[config.mk]
export PLATFORM = sky130hd
export DESIGN_NAME = date_string_parse_weekday
export DESIGN_NICKNAME = d
export VERILOG_FILES = /design/src/hw/rtl/dspw_pkg.sv /design/src/hw/rtl/dspw_front.sv /design/src/hw/rtl/dspw_queue.sv /design/src/hw/rtl/dspw_back.sv /design/src/hw/rtl/date_string_parse_weekday.sv
export SDC_FILE = /design/constraint.sdc
export NUM_CORES = 1
export LEC_CHECK = 0
export BUFFER_PORTS_ARGS = -buffer_cell sky130_fd_sc_hd__buf_2
export CELL_PAD_IN_SITES_DETAIL_PLACEMENT = 1
export CELL_PAD_IN_SITES_GLOBAL_PLACEMENT = 1
export CORE_MARGIN = 5
export CORE_UTILIZATION = 35
export CTS_BUF_LIST = sky130_fd_sc_hd__clkbuf_2
export DETAILED_ROUTE_END_ITERATION = 12
export PLACE_DENSITY = 0.6
export SLEW_MARGIN = 10
export SYNTH_ARGS = -nofsm -noshare
export SYNTH_HDL_FRONTEND = slang
export SYNTH_SLANG_ARGS = --single-unit
export TNS_END_PERCENT = 10
[constraint.sdc]
create_clock -name clk -period 25 [get_ports clk]
set_clock_uncertainty 0.1 [all_clocks]
set_input_delay 0 -clock clk [delete_from_list [all_inputs] [get_ports clk]]
set_output_delay 0 -clock clk [all_outputs]
set_load 0.03 [all_outputs]
[src/hw/rtl/dspw_pkg.sv]
// ----------------------------------------------------------------------------
// dspw_pkg: shared types and constants for the date string parser
// Request record passed from the byte front end to the calendar back end,
// character codes, separator codes and the month tables.
// ----------------------------------------------------------------------------
package dspw_pkg;

  localparam logic [7:0] CH_SLASH = 8'h2F;
  localparam logic [7:0] CH_DASH  = 8'h2D;
  localparam logic [7:0] CH_ZERO  = 8'h30;
  localparam logic [7:0] CH_NINE  = 8'h39;

  localparam logic [1:0] SEP_NONE  = 2'd0;
  localparam logic [1:0] SEP_SLASH = 2'd1;
  localparam logic [1:0] SEP_DASH  = 2'd2;

  localparam logic [3:0] POS_TOO_LONG = 4'd10;
  localparam logic [3:0] CNT_SAT      = 4'd11;
  localparam logic [3:0] LEN_MIN      = 4'd8;
  localparam logic [3:0] LEN_MAX      = 4'd10;
  localparam logic [3:0] MONTH_FEB    = 4'd2;
  localparam logic [3:0] MONTH_MAR    = 4'd3;
  localparam logic [4:0] FEB_LEAP_LEN = 5'd29;

  // floor(y / 100) = (y * DIV100_MUL) >> DIV100_SHIFT for y below 2^14
  localparam logic [12:0] DIV100_MUL   = 13'd5243;
  localparam int          DIV100_SHIFT = 19;
  // floor(s / 7) = (s * DIV7_MUL) >> DIV7_SHIFT for the sums that matter
  localparam logic [13:0] DIV7_MUL     = 14'd9363;
  localparam int          DIV7_SHIFT   = 16;

  typedef struct packed {
    logic        ok;
    logic [13:0] year;
    logic [3:0]  month;
    logic [6:0]  day;
  } dspw_rec_t;

  function automatic logic [4:0] month_len(input logic [3:0] m);
    logic [4:0] len;
    case (m)
      4'd1:    len = 5'd31;
      4'd2:    len = 5'd28;
      4'd3:    len = 5'd31;
      4'd4:    len = 5'd30;
      4'd5:    len = 5'd31;
      4'd6:    len = 5'd30;
      4'd7:    len = 5'd31;
      4'd8:    len = 5'd31;
      4'd9:    len = 5'd30;
      4'd10:   len = 5'd31;
      4'd11:   len = 5'd30;
      4'd12:   len = 5'd31;
      default: len = 5'd0;
    endcase
    return len;
  endfunction

  function automatic logic [2:0] month_off(input logic [3:0] m);
    logic [2:0] off;
    case (m)
      4'd1:    off = 3'd0;
      4'd2:    off = 3'd3;
      4'd3:    off = 3'd2;
      4'd4:    off = 3'd5;
      4'd5:    off = 3'd0;
      4'd6:    off = 3'd3;
      4'd7:    off = 3'd5;
      4'd8:    off = 3'd1;
      4'd9:    off = 3'd4;
      4'd10:   off = 3'd6;
      4'd11:   off = 3'd2;
      4'd12:   off = 3'd4;
      default: off = 3'd0;
    endcase
    return off;
  endfunction

endpackage

[src/hw/rtl/dspw_front.sv]
// ----------------------------------------------------------------------------
// dspw_front: byte front end
// Accepts one character per cycle unless the queue is full, tracks separators and
// digit fields, and on the final byte emits one request record with the format verdict.
// ----------------------------------------------------------------------------
module dspw_front
  import dspw_pkg::*;
(
  input  logic      clk,
  input  logic      rst_n,
  input  logic      in_valid,
  output logic      in_stall,
  input  logic [7:0] in_char_code,
  input  logic      in_last_char,
  input  logic      q_full,
  output logic      push,
  output dspw_rec_t push_rec
);

  logic [3:0]  cnt_r,  cnt_nxt;
  logic [1:0]  sep_r,  sep_nxt;
  logic [2:0]  fsep_r, fsep_nxt;
  logic [3:0]  ssep_r, ssep_nxt;
  logic [13:0] yacc_r, yacc_nxt;
  logic [6:0]  macc_r, macc_nxt;
  logic [6:0]  dacc_r, dacc_nxt;
  logic        bad_r,  bad_nxt;

  logic        accept;
  logic [1:0]  kind;
  logic        is_digit;
  logic [3:0]  digit;
  logic        fmt_ok;

  assign in_stall = q_full;
  assign accept   = in_valid && !q_full;
  assign is_digit = (in_char_code >= CH_ZERO) && (in_char_code <= CH_NINE);
  assign digit    = in_char_code[3:0];

  always_comb begin
    if (in_char_code == CH_SLASH) begin
      kind = SEP_SLASH;
    end else if (in_char_code == CH_DASH) begin
      kind = SEP_DASH;
    end else begin
      kind = SEP_NONE;
    end
  end

  always_comb begin
    cnt_nxt  = cnt_r;
    sep_nxt  = sep_r;
    fsep_nxt = fsep_r;
    ssep_nxt = ssep_r;
    yacc_nxt = yacc_r;
    macc_nxt = macc_r;
    dacc_nxt = dacc_r;
    bad_nxt  = bad_r;
    fmt_ok   = 1'b0;
    push     = 1'b0;
    push_rec = '0;
    if (accept) begin
      if (cnt_r >= POS_TOO_LONG) begin
        bad_nxt = 1'b1;
      end else if (kind != SEP_NONE) begin
        if (sep_r == SEP_NONE) begin
          sep_nxt  = kind;
          fsep_nxt = cnt_r[2:0];
          if (cnt_r < 4'd1 || cnt_r > 4'd4) begin
            bad_nxt = 1'b1;
          end
        end else if (kind != sep_r) begin
          bad_nxt = 1'b1;
        end else if (ssep_r == 4'd0) begin
          ssep_nxt = cnt_r;
          if (cnt_r != {1'b0, fsep_r} + 4'd3) begin
            bad_nxt = 1'b1;
          end
        end else begin
          bad_nxt = 1'b1;
        end
      end else if (!is_digit) begin
        bad_nxt = 1'b1;
      end else if (sep_r == SEP_NONE) begin
        if (cnt_r >= 4'd4) begin
          bad_nxt = 1'b1;
        end else begin
          yacc_nxt = 14'(yacc_r * 14'd10 + 14'(digit));
        end
      end else if (ssep_r == 4'd0) begin
        if (cnt_r >= {1'b0, fsep_r} + 4'd3) begin
          bad_nxt = 1'b1;
        end else begin
          macc_nxt = 7'(macc_r * 7'd10 + 7'(digit));
        end
      end else begin
        if (cnt_r >= ssep_r + 4'd3) begin
          bad_nxt = 1'b1;
        end else begin
          dacc_nxt = 7'(dacc_r * 7'd10 + 7'(digit));
        end
      end

      if (cnt_r < CNT_SAT) begin
        cnt_nxt = cnt_r + 4'd1;
      end

      if (in_last_char) begin
        fmt_ok = !bad_nxt && cnt_nxt >= LEN_MIN && cnt_nxt <= LEN_MAX &&
                 sep_nxt != SEP_NONE && ssep_nxt != 4'd0 &&
                 cnt_nxt == ssep_nxt + 4'd3 && fsep_nxt >= 3'd1;
        push           = 1'b1;
        push_rec.ok    = fmt_ok && yacc_nxt != 14'd0 && macc_nxt >= 7'd1 &&
                         macc_nxt <= 7'd12 && dacc_nxt >= 7'd1;
        push_rec.year  = yacc_nxt;
        push_rec.month = macc_nxt[3:0];
        push_rec.day   = dacc_nxt;
        cnt_nxt  = '0;
        sep_nxt  = SEP_NONE;
        fsep_nxt = '0;
        ssep_nxt = '0;
        yacc_nxt = '0;
        macc_nxt = '0;
        dacc_nxt = '0;
        bad_nxt  = 1'b0;
      end
    end
  end

  always_ff @(posedge clk) begin
    if (!rst_n) begin
      cnt_r  <= '0;
      sep_r  <= SEP_NONE;
      fsep_r <= '0;
      ssep_r <= '0;
      yacc_r <= '0;
      macc_r <= '0;
      dacc_r <= '0;
      bad_r  <= 1'b0;
    end else begin
      cnt_r  <= cnt_nxt;
      sep_r  <= sep_nxt;
      fsep_r <= fsep_nxt;
      ssep_r <= ssep_nxt;
      yacc_r <= yacc_nxt;
      macc_r <= macc_nxt;
      dacc_r <= dacc_nxt;
      bad_r  <= bad_nxt;
    end
  end

endmodule

[src/hw/rtl/dspw_queue.sv]
// ----------------------------------------------------------------------------
// dspw_queue: request queue between front end and back end
// Small FIFO of parsed string records; DEPTH must be a power of two (the block does not enforce it).
// ----------------------------------------------------------------------------
module dspw_queue
  import dspw_pkg::*;
#(
  parameter int DEPTH = 4
) (
  input  logic      clk,
  input  logic      rst_n,
  input  logic      push,
  input  dspw_rec_t push_rec,
  input  logic      pop,
  output dspw_rec_t pop_rec,
  output logic      full,
  output logic      empty
);

  localparam int AW = $clog2(DEPTH);

  dspw_rec_t     mem [DEPTH];
  logic [AW-1:0] wr_ptr_r, wr_ptr_nxt;
  logic [AW-1:0] rd_ptr_r, rd_ptr_nxt;
  logic [AW:0]   cnt_r,    cnt_nxt;

  assign full    = (cnt_r == (AW+1)'(DEPTH));
  assign empty   = (cnt_r == '0);
  assign pop_rec = mem[rd_ptr_r];

  always_comb begin
    wr_ptr_nxt = push ? wr_ptr_r + 1'b1 : wr_ptr_r;
    rd_ptr_nxt = pop  ? rd_ptr_r + 1'b1 : rd_ptr_r;
    cnt_nxt    = cnt_r;
    if (push && !pop) begin
      cnt_nxt = cnt_r + 1'b1;
    end else if (pop && !push) begin
      cnt_nxt = cnt_r - 1'b1;
    end
  end

  always_ff @(posedge clk) begin
    if (push) begin
      mem[wr_ptr_r] <= push_rec;
    end
  end

  always_ff @(posedge clk) begin
    if (!rst_n) begin
      wr_ptr_r <= '0;
      rd_ptr_r <= '0;
      cnt_r    <= '0;
    end else begin
      wr_ptr_r <= wr_ptr_nxt;
      rd_ptr_r <= rd_ptr_nxt;
      cnt_r    <= cnt_nxt;
    end
  end

endmodule

[src/hw/rtl/dspw_back.sv]
// ----------------------------------------------------------------------------
// dspw_back: calendar back end
// Four-stage pipeline: century split, leap and day check with weekday sum,
// reduction mod 7, output register. All stages advance together.
// ----------------------------------------------------------------------------
module dspw_back
  import dspw_pkg::*;
(
  input  logic       clk,
  input  logic       rst_n,
  input  logic       q_empty,
  input  dspw_rec_t  q_rec,
  output logic       pop,
  output logic       out_valid,
  input  logic       out_stall,
  output logic       out_date_ok,
  output logic [13:0] out_year_out,
  output logic [3:0] out_month_out,
  output logic [4:0] out_day_out,
  output logic [2:0] out_weekday_out
);

  logic        adv;

  // stage 1
  logic        v1_r;
  logic        ok1_r;
  logic [13:0] y1_r;
  logic [3:0]  m1_r;
  logic [6:0]  d1_r;
  logic [13:0] ya1_r;
  logic [7:0]  q1_r;
  logic [2:0]  off1_r;
  logic [4:0]  len1_r;
  logic [13:0] yadj;
  logic [26:0] prod100;

  // stage 2
  logic        v2_r;
  logic        ok2_r;
  logic [13:0] y2_r;
  logic [3:0]  m2_r;
  logic [4:0]  d2_r;
  logic [14:0] sum2_r;
  logic [13:0] r100;
  logic        leap;
  logic [4:0]  maxd;
  logic [14:0] sum_nxt;

  // stage 3
  logic        v3_r;
  logic        ok3_r;
  logic [13:0] y3_r;
  logic [3:0]  m3_r;
  logic [4:0]  d3_r;
  logic [14:0] sum3_r;
  logic [12:0] q7_r;
  logic [28:0] prod7;

  // output
  logic        ov_r;
  logic        ook_r;
  logic [13:0] oy_r;
  logic [3:0]  om_r;
  logic [4:0]  od_r;
  logic [2:0]  ow_r;
  logic [14:0] rem7;

  assign adv = !ov_r || !out_stall;
  assign pop = adv && !q_empty;

  assign yadj    = (q_rec.month < MONTH_MAR) ? q_rec.year - 14'd1 : q_rec.year;
  assign prod100 = 27'(yadj) * 27'(DIV100_MUL);

  assign r100 = ya1_r - 14'(q1_r * 14'd100);
  assign leap = (ya1_r[1:0] == 2'b11) && ((r100 != 14'd99) || (q1_r[1:0] == 2'b11));
  assign maxd = (m1_r == MONTH_FEB && leap) ? FEB_LEAP_LEN : len1_r;
  assign sum_nxt = 15'(ya1_r) + 15'(ya1_r >> 2) - 15'(q1_r) + 15'(q1_r >> 2) +
                   15'(off1_r) + 15'(d1_r);

  assign prod7 = 29'(sum2_r) * 29'(DIV7_MUL);
  assign rem7  = sum3_r - 15'(q7_r * 15'd7);

  always_ff @(posedge clk) begin
    if (!rst_n) begin
      v1_r <= 1'b0;
      v2_r <= 1'b0;
      v3_r <= 1'b0;
      ov_r <= 1'b0;
    end else if (adv) begin
      v1_r <= !q_empty;
      v2_r <= v1_r;
      v3_r <= v2_r;
      ov_r <= v3_r;
    end
  end

  always_ff @(posedge clk) begin
    if (adv) begin
      ok1_r  <= q_rec.ok;
      y1_r   <= q_rec.year;
      m1_r   <= q_rec.month;
      d1_r   <= q_rec.day;
      ya1_r  <= yadj;
      q1_r   <= prod100[DIV100_SHIFT +: 8];
      off1_r <= month_off(q_rec.month);
      len1_r <= month_len(q_rec.month);

      ok2_r  <= ok1_r && (d1_r <= 7'(maxd));
      y2_r   <= y1_r;
      m2_r   <= m1_r;
      d2_r   <= d1_r[4:0];
      sum2_r <= sum_nxt;

      ok3_r  <= ok2_r;
      y3_r   <= y2_r;
      m3_r   <= m2_r;
      d3_r   <= d2_r;
      sum3_r <= sum2_r;
      q7_r   <= prod7[DIV7_SHIFT +: 13];

      ook_r  <= ok3_r;
      oy_r   <= ok3_r ? y3_r : '0;
      om_r   <= ok3_r ? m3_r : '0;
      od_r   <= ok3_r ? d3_r : '0;
      ow_r   <= ok3_r ? rem7[2:0] : '0;
    end
  end

  assign out_valid       = ov_r;
  assign out_date_ok     = ook_r;
  assign out_year_out    = oy_r;
  assign out_month_out   = om_r;
  assign out_day_out     = od_r;
  assign out_weekday_out = ow_r;

endmodule

[src/hw/rtl/date_string_parse_weekday.sv]
// ----------------------------------------------------------------------------
// date_string_parse_weekday: date string check with day of week
// Takes one character per cycle unless stalled, with a last-byte flag, and returns, per string,
// a valid flag, year, month, day and weekday (0 Sunday); zero fields if invalid.
// ----------------------------------------------------------------------------
// Throughput is one character per cycle with no gaps between strings while
// the input is not stalled. Each finished string passes through the queue and
// then the back-end pipeline (century split, leap and weekday sum, mod-7
// reduction, output register). The input stalls only when QUEUE_DEPTH
// finished strings wait in the queue in front of a stalled output.
module date_string_parse_weekday
  import dspw_pkg::*;
#(
  parameter int QUEUE_DEPTH = 4
) (
  input  logic        clk,
  input  logic        rst_n,
  input  logic        in_valid,
  output logic        in_stall,
  input  logic [7:0]  in_char_code,
  input  logic        in_last_char,
  output logic        out_valid,
  input  logic        out_stall,
  output logic        out_date_ok,
  output logic [13:0] out_year_out,
  output logic [3:0]  out_month_out,
  output logic [4:0]  out_day_out,
  output logic [2:0]  out_weekday_out
);

  logic      q_full;
  logic      q_empty;
  logic      push;
  logic      pop;
  dspw_rec_t push_rec;
  dspw_rec_t pop_rec;

  dspw_front u_front (
    .clk          (clk),
    .rst_n        (rst_n),
    .in_valid     (in_valid),
    .in_stall     (in_stall),
    .in_char_code (in_char_code),
    .in_last_char (in_last_char),
    .q_full       (q_full),
    .push         (push),
    .push_rec     (push_rec)
  );

  dspw_queue #(
    .DEPTH (QUEUE_DEPTH)
  ) u_queue (
    .clk      (clk),
    .rst_n    (rst_n),
    .push     (push),
    .push_rec (push_rec),
    .pop      (pop),
    .pop_rec  (pop_rec),
    .full     (q_full),
    .empty    (q_empty)
  );

  dspw_back u_back (
    .clk             (clk),
    .rst_n           (rst_n),
    .q_empty         (q_empty),
    .q_rec           (pop_rec),
    .pop             (pop),
    .out_valid       (out_valid),
    .out_stall       (out_stall),
    .out_date_ok     (out_date_ok),
    .out_year_out    (out_year_out),
    .out_month_out   (out_month_out),
    .out_day_out     (out_day_out),
    .out_weekday_out (out_weekday_out)
  );

endmodule

==> results.md <==
- Antenna-violating nets left: 0
- Data required, critical path: 25.58 ns
- Clk_lat worst skew: 1.03 ns
- Fill count: approximately 6500
- CTS tree: done
- Final setup vio count: 0
- First-pass GRT wire length: 79.85 mm
- # H-tree levels: 3
- Share of layout cells above drive strength 1: between 10% and 20%
- Slew headroom: 21.08%
- CP arrival: 9.88 ns
- Sequential cell area: 0.008730 sq mm
- Buf+Inv Stages, Crit Path: 4
- Syn Area/Cell: 11.93 sq um
- WP depth: 26
- Commonest cells after routing, fill and taps aside: 287 x ha_1, 276 x inv_1, 254 x edfxtp_1
- Clock buffer count from CTS: 85
- Chip Height: 255.5 um
- Minimum clock period: 9.301 ns
- Initial drt markers: 405
- Final total negative setup slack: 0 ns
- Post-CTS Setup Bufs: 0
- Syn nets: 2196
- Nets@finish: 2334
- Post-Syn Area: 0.02110 sq mm
- Ys async rst share: 0%
- Slowest cell on crit path: xnor2_1
- R2R depth: 26
- Routed length per instance: 17.65 um
- Most common cell after layout, fill and taps aside: ha_1
- Die X: 255.5 um
- Worst Tran Pin Value: ~1.2 ns
- Clk buf depth: 3
- Register area share after synthesis: 41.37%
- Largest net degree at the start of global routing: 80
- Vias in the first global route: 15000
- Core ar.: 0.06002 sq mm
- Sinks on Clock Net: 309
- Startpoint Class: flop
- Initial Util: 35.15%
- Mapped Cells: 1769
- Worst path max stage delay: 0.93 ns
- DR pass1 iterations: 4
- Row count: 90
- R2R Setup Slk: 15.70 ns
- Most frequent cell on the critical path: fa_1
- Crit. End Element: flop
- Max_cap viols: 0
- Top_reg_cell synth: edfxtp_1
- Cell variety after synth: 73
- Final Cycle Share: around 37%
- Gp weighted congestion: ~0.82
- Max Fclk: 0.1075 GHz
- Top Ports: 42
- Final hold violations: 0
- Initial antenna violation count: 2
- Clock-pin slew on the worst setup and hold paths: ~0.10 ns
- Vias per inst: about 4.8
- # port buffers: 41
- GRT overflow: 0
- Layout area overhead: 11.01%
- Post-Place Cells: around 2600
- Final WL: slightly below 50 mm
- Total GRT Usage: 15.10%
- Post-detail-place hpwl: 37.24 mm
- Critical-path maximum fanout: 27
- Final Non-Filler Cells: 2757
- Ys Warns: 0
- Post-synth EDFFs: 254
- RSZ-0062 raised after global routing: no
- Worst hold slack: about 0.18 ns
- Worst hold path type: in -> reg
- Multi-input logic area: between 0.01 and 0.015 sq mm
- Delay-heaviest family, CP: adder cells
- Slew Viols, Final: 0
- Die ar.: 0.06529 sq mm
- Vias: 13360
- CTS root buf: clkbuf_2
- # DRC: 0
- Crit path kind: reg -> reg
- Status: finished clean
- Hold depth: 6
- Seq cells post-synth: around 310
## final timing paths
kind	from	to
worst max-delay path	flop	u_back.q1_r[7]
worst min-delay path	in_char_code[3]	u_front.yacc_r[3]
worst max register to register	flop	u_back.q1_r[7]
worst min register to register	u_back.y2_r[13]	u_back.y3_r[13]
## sequential cells by signal, summed over array words and instances, names as in the netlist, 7 cells and up, named ones only
name                 count
u_back.d1_r              7
u_back.out_year_out     14
u_back.q1_r              8
u_front.dacc_r           7
u_back.sum2_r           15
u_back.y2_r             14
u_queue.mem            104
u_back.ya1_r            14
u_front.macc_r           7
u_front.yacc_r          14
u_back.y3_r             14
u_back.y1_r             14
## repair_timing
item                      in CTS  in global routing
hold endpoints to repair     334                  0
hold buffers                  30                  0
gates resized for setup        0                  0
## final cells by class
cell class / instances / area share, %
antenna: 2 / 0.02137
multi-input combinational: 1151 / 47.95
timing repair buffer: 84 / 2.575
inverter: 276 / 4.424
tap: 782 / 4.178
clock inverter: 23 / 0.7960
sequential: 309 / 37.27
clock buffer: 130 / 2.778
## tightest hold or removal path, stage by stage
cell and delay (ns):
dlygate4sd3_1 0.52, buf_2 0.21, ha_1 0.22, xor2_1 0.11, a22oi_1 0.15, nor2b_1 0.06
## Yosys cell counts, types with 7 or more instances
cell      count  area, sq um
inv_1       276         1036
a31oi_1       8        50.05
or3_1         7        43.79
nand2_1      64        240.2
ha_1        287         3591
nand4_1       8        50.05
xor2_1       28        245.2
o21a_1       10        75.07
mux4_2       25        563.0
nor3b_1       8        60.06
and2_1       47        294.0
nor3_1       19        95.09
nor2_1       93        349.1
a21o_1       20        150.1
mux2i_1      24        240.2
nand3_1      13        65.06
nand2b_1     11        68.82
o21ai_0      53        265.3
edfxtp_1    254         7627
dfxtp_1      55         1101
nor2b_1      46        287.8
a21oi_1      50        250.2
a21boi_0      9        67.56
clkbuf_1     29        108.9
and3_1        7        43.79
nor4_1       10        62.56
a22oi_1      21        157.7
fa_1        127         2542
xnor2_1      72        630.6
## logic make-up (layout without fill, tap and decap cells)
kind of cell / Yosys count / in the layout / synth area share [%]
compound gates: 226 / 226 / 6.957
xor+xnor: 101 / 101 / 4.258
fa+ha+maj: 415 / 415 / 29.12
buf+inv: 309 / 513 / 5.539
flops: 309 / 309 / 41.37
mux: 51 / 51 / 3.914
other cells: 0 / 2 / 0
simple gates: 358 / 358 / 8.837
## routing by layer
layer | part of all wire [%] | GRT usage [%] | vias to the layer above
met4 | 2.2 | 4.813 | 0
met1 | 45 | 19.46 | 6641
met2 | 50 | 26.04 | 166
li1 | - | - | 6487
met3 | 2.9 | 2.654 | 70
met5 | 0 | 0 | -
## metrics by stage
stage / worst slack [ns] / instance area (sq um) / util [%]
finish: 15.70 / 23420 / 39.02
global route: 15.21 / 23420 / 39.02
CTS: 15.65 / 23410 / 39.00
detailed placement: 15.80 / 22270 / 37.10
global placement: 15.97 / 22270 / 37.10
floorplan: 16.41 / 21100 / -
Power is left out: the tool's default activity adds up to more than one toggle a clock period on the data nets, which glitch-free logic cannot reach.
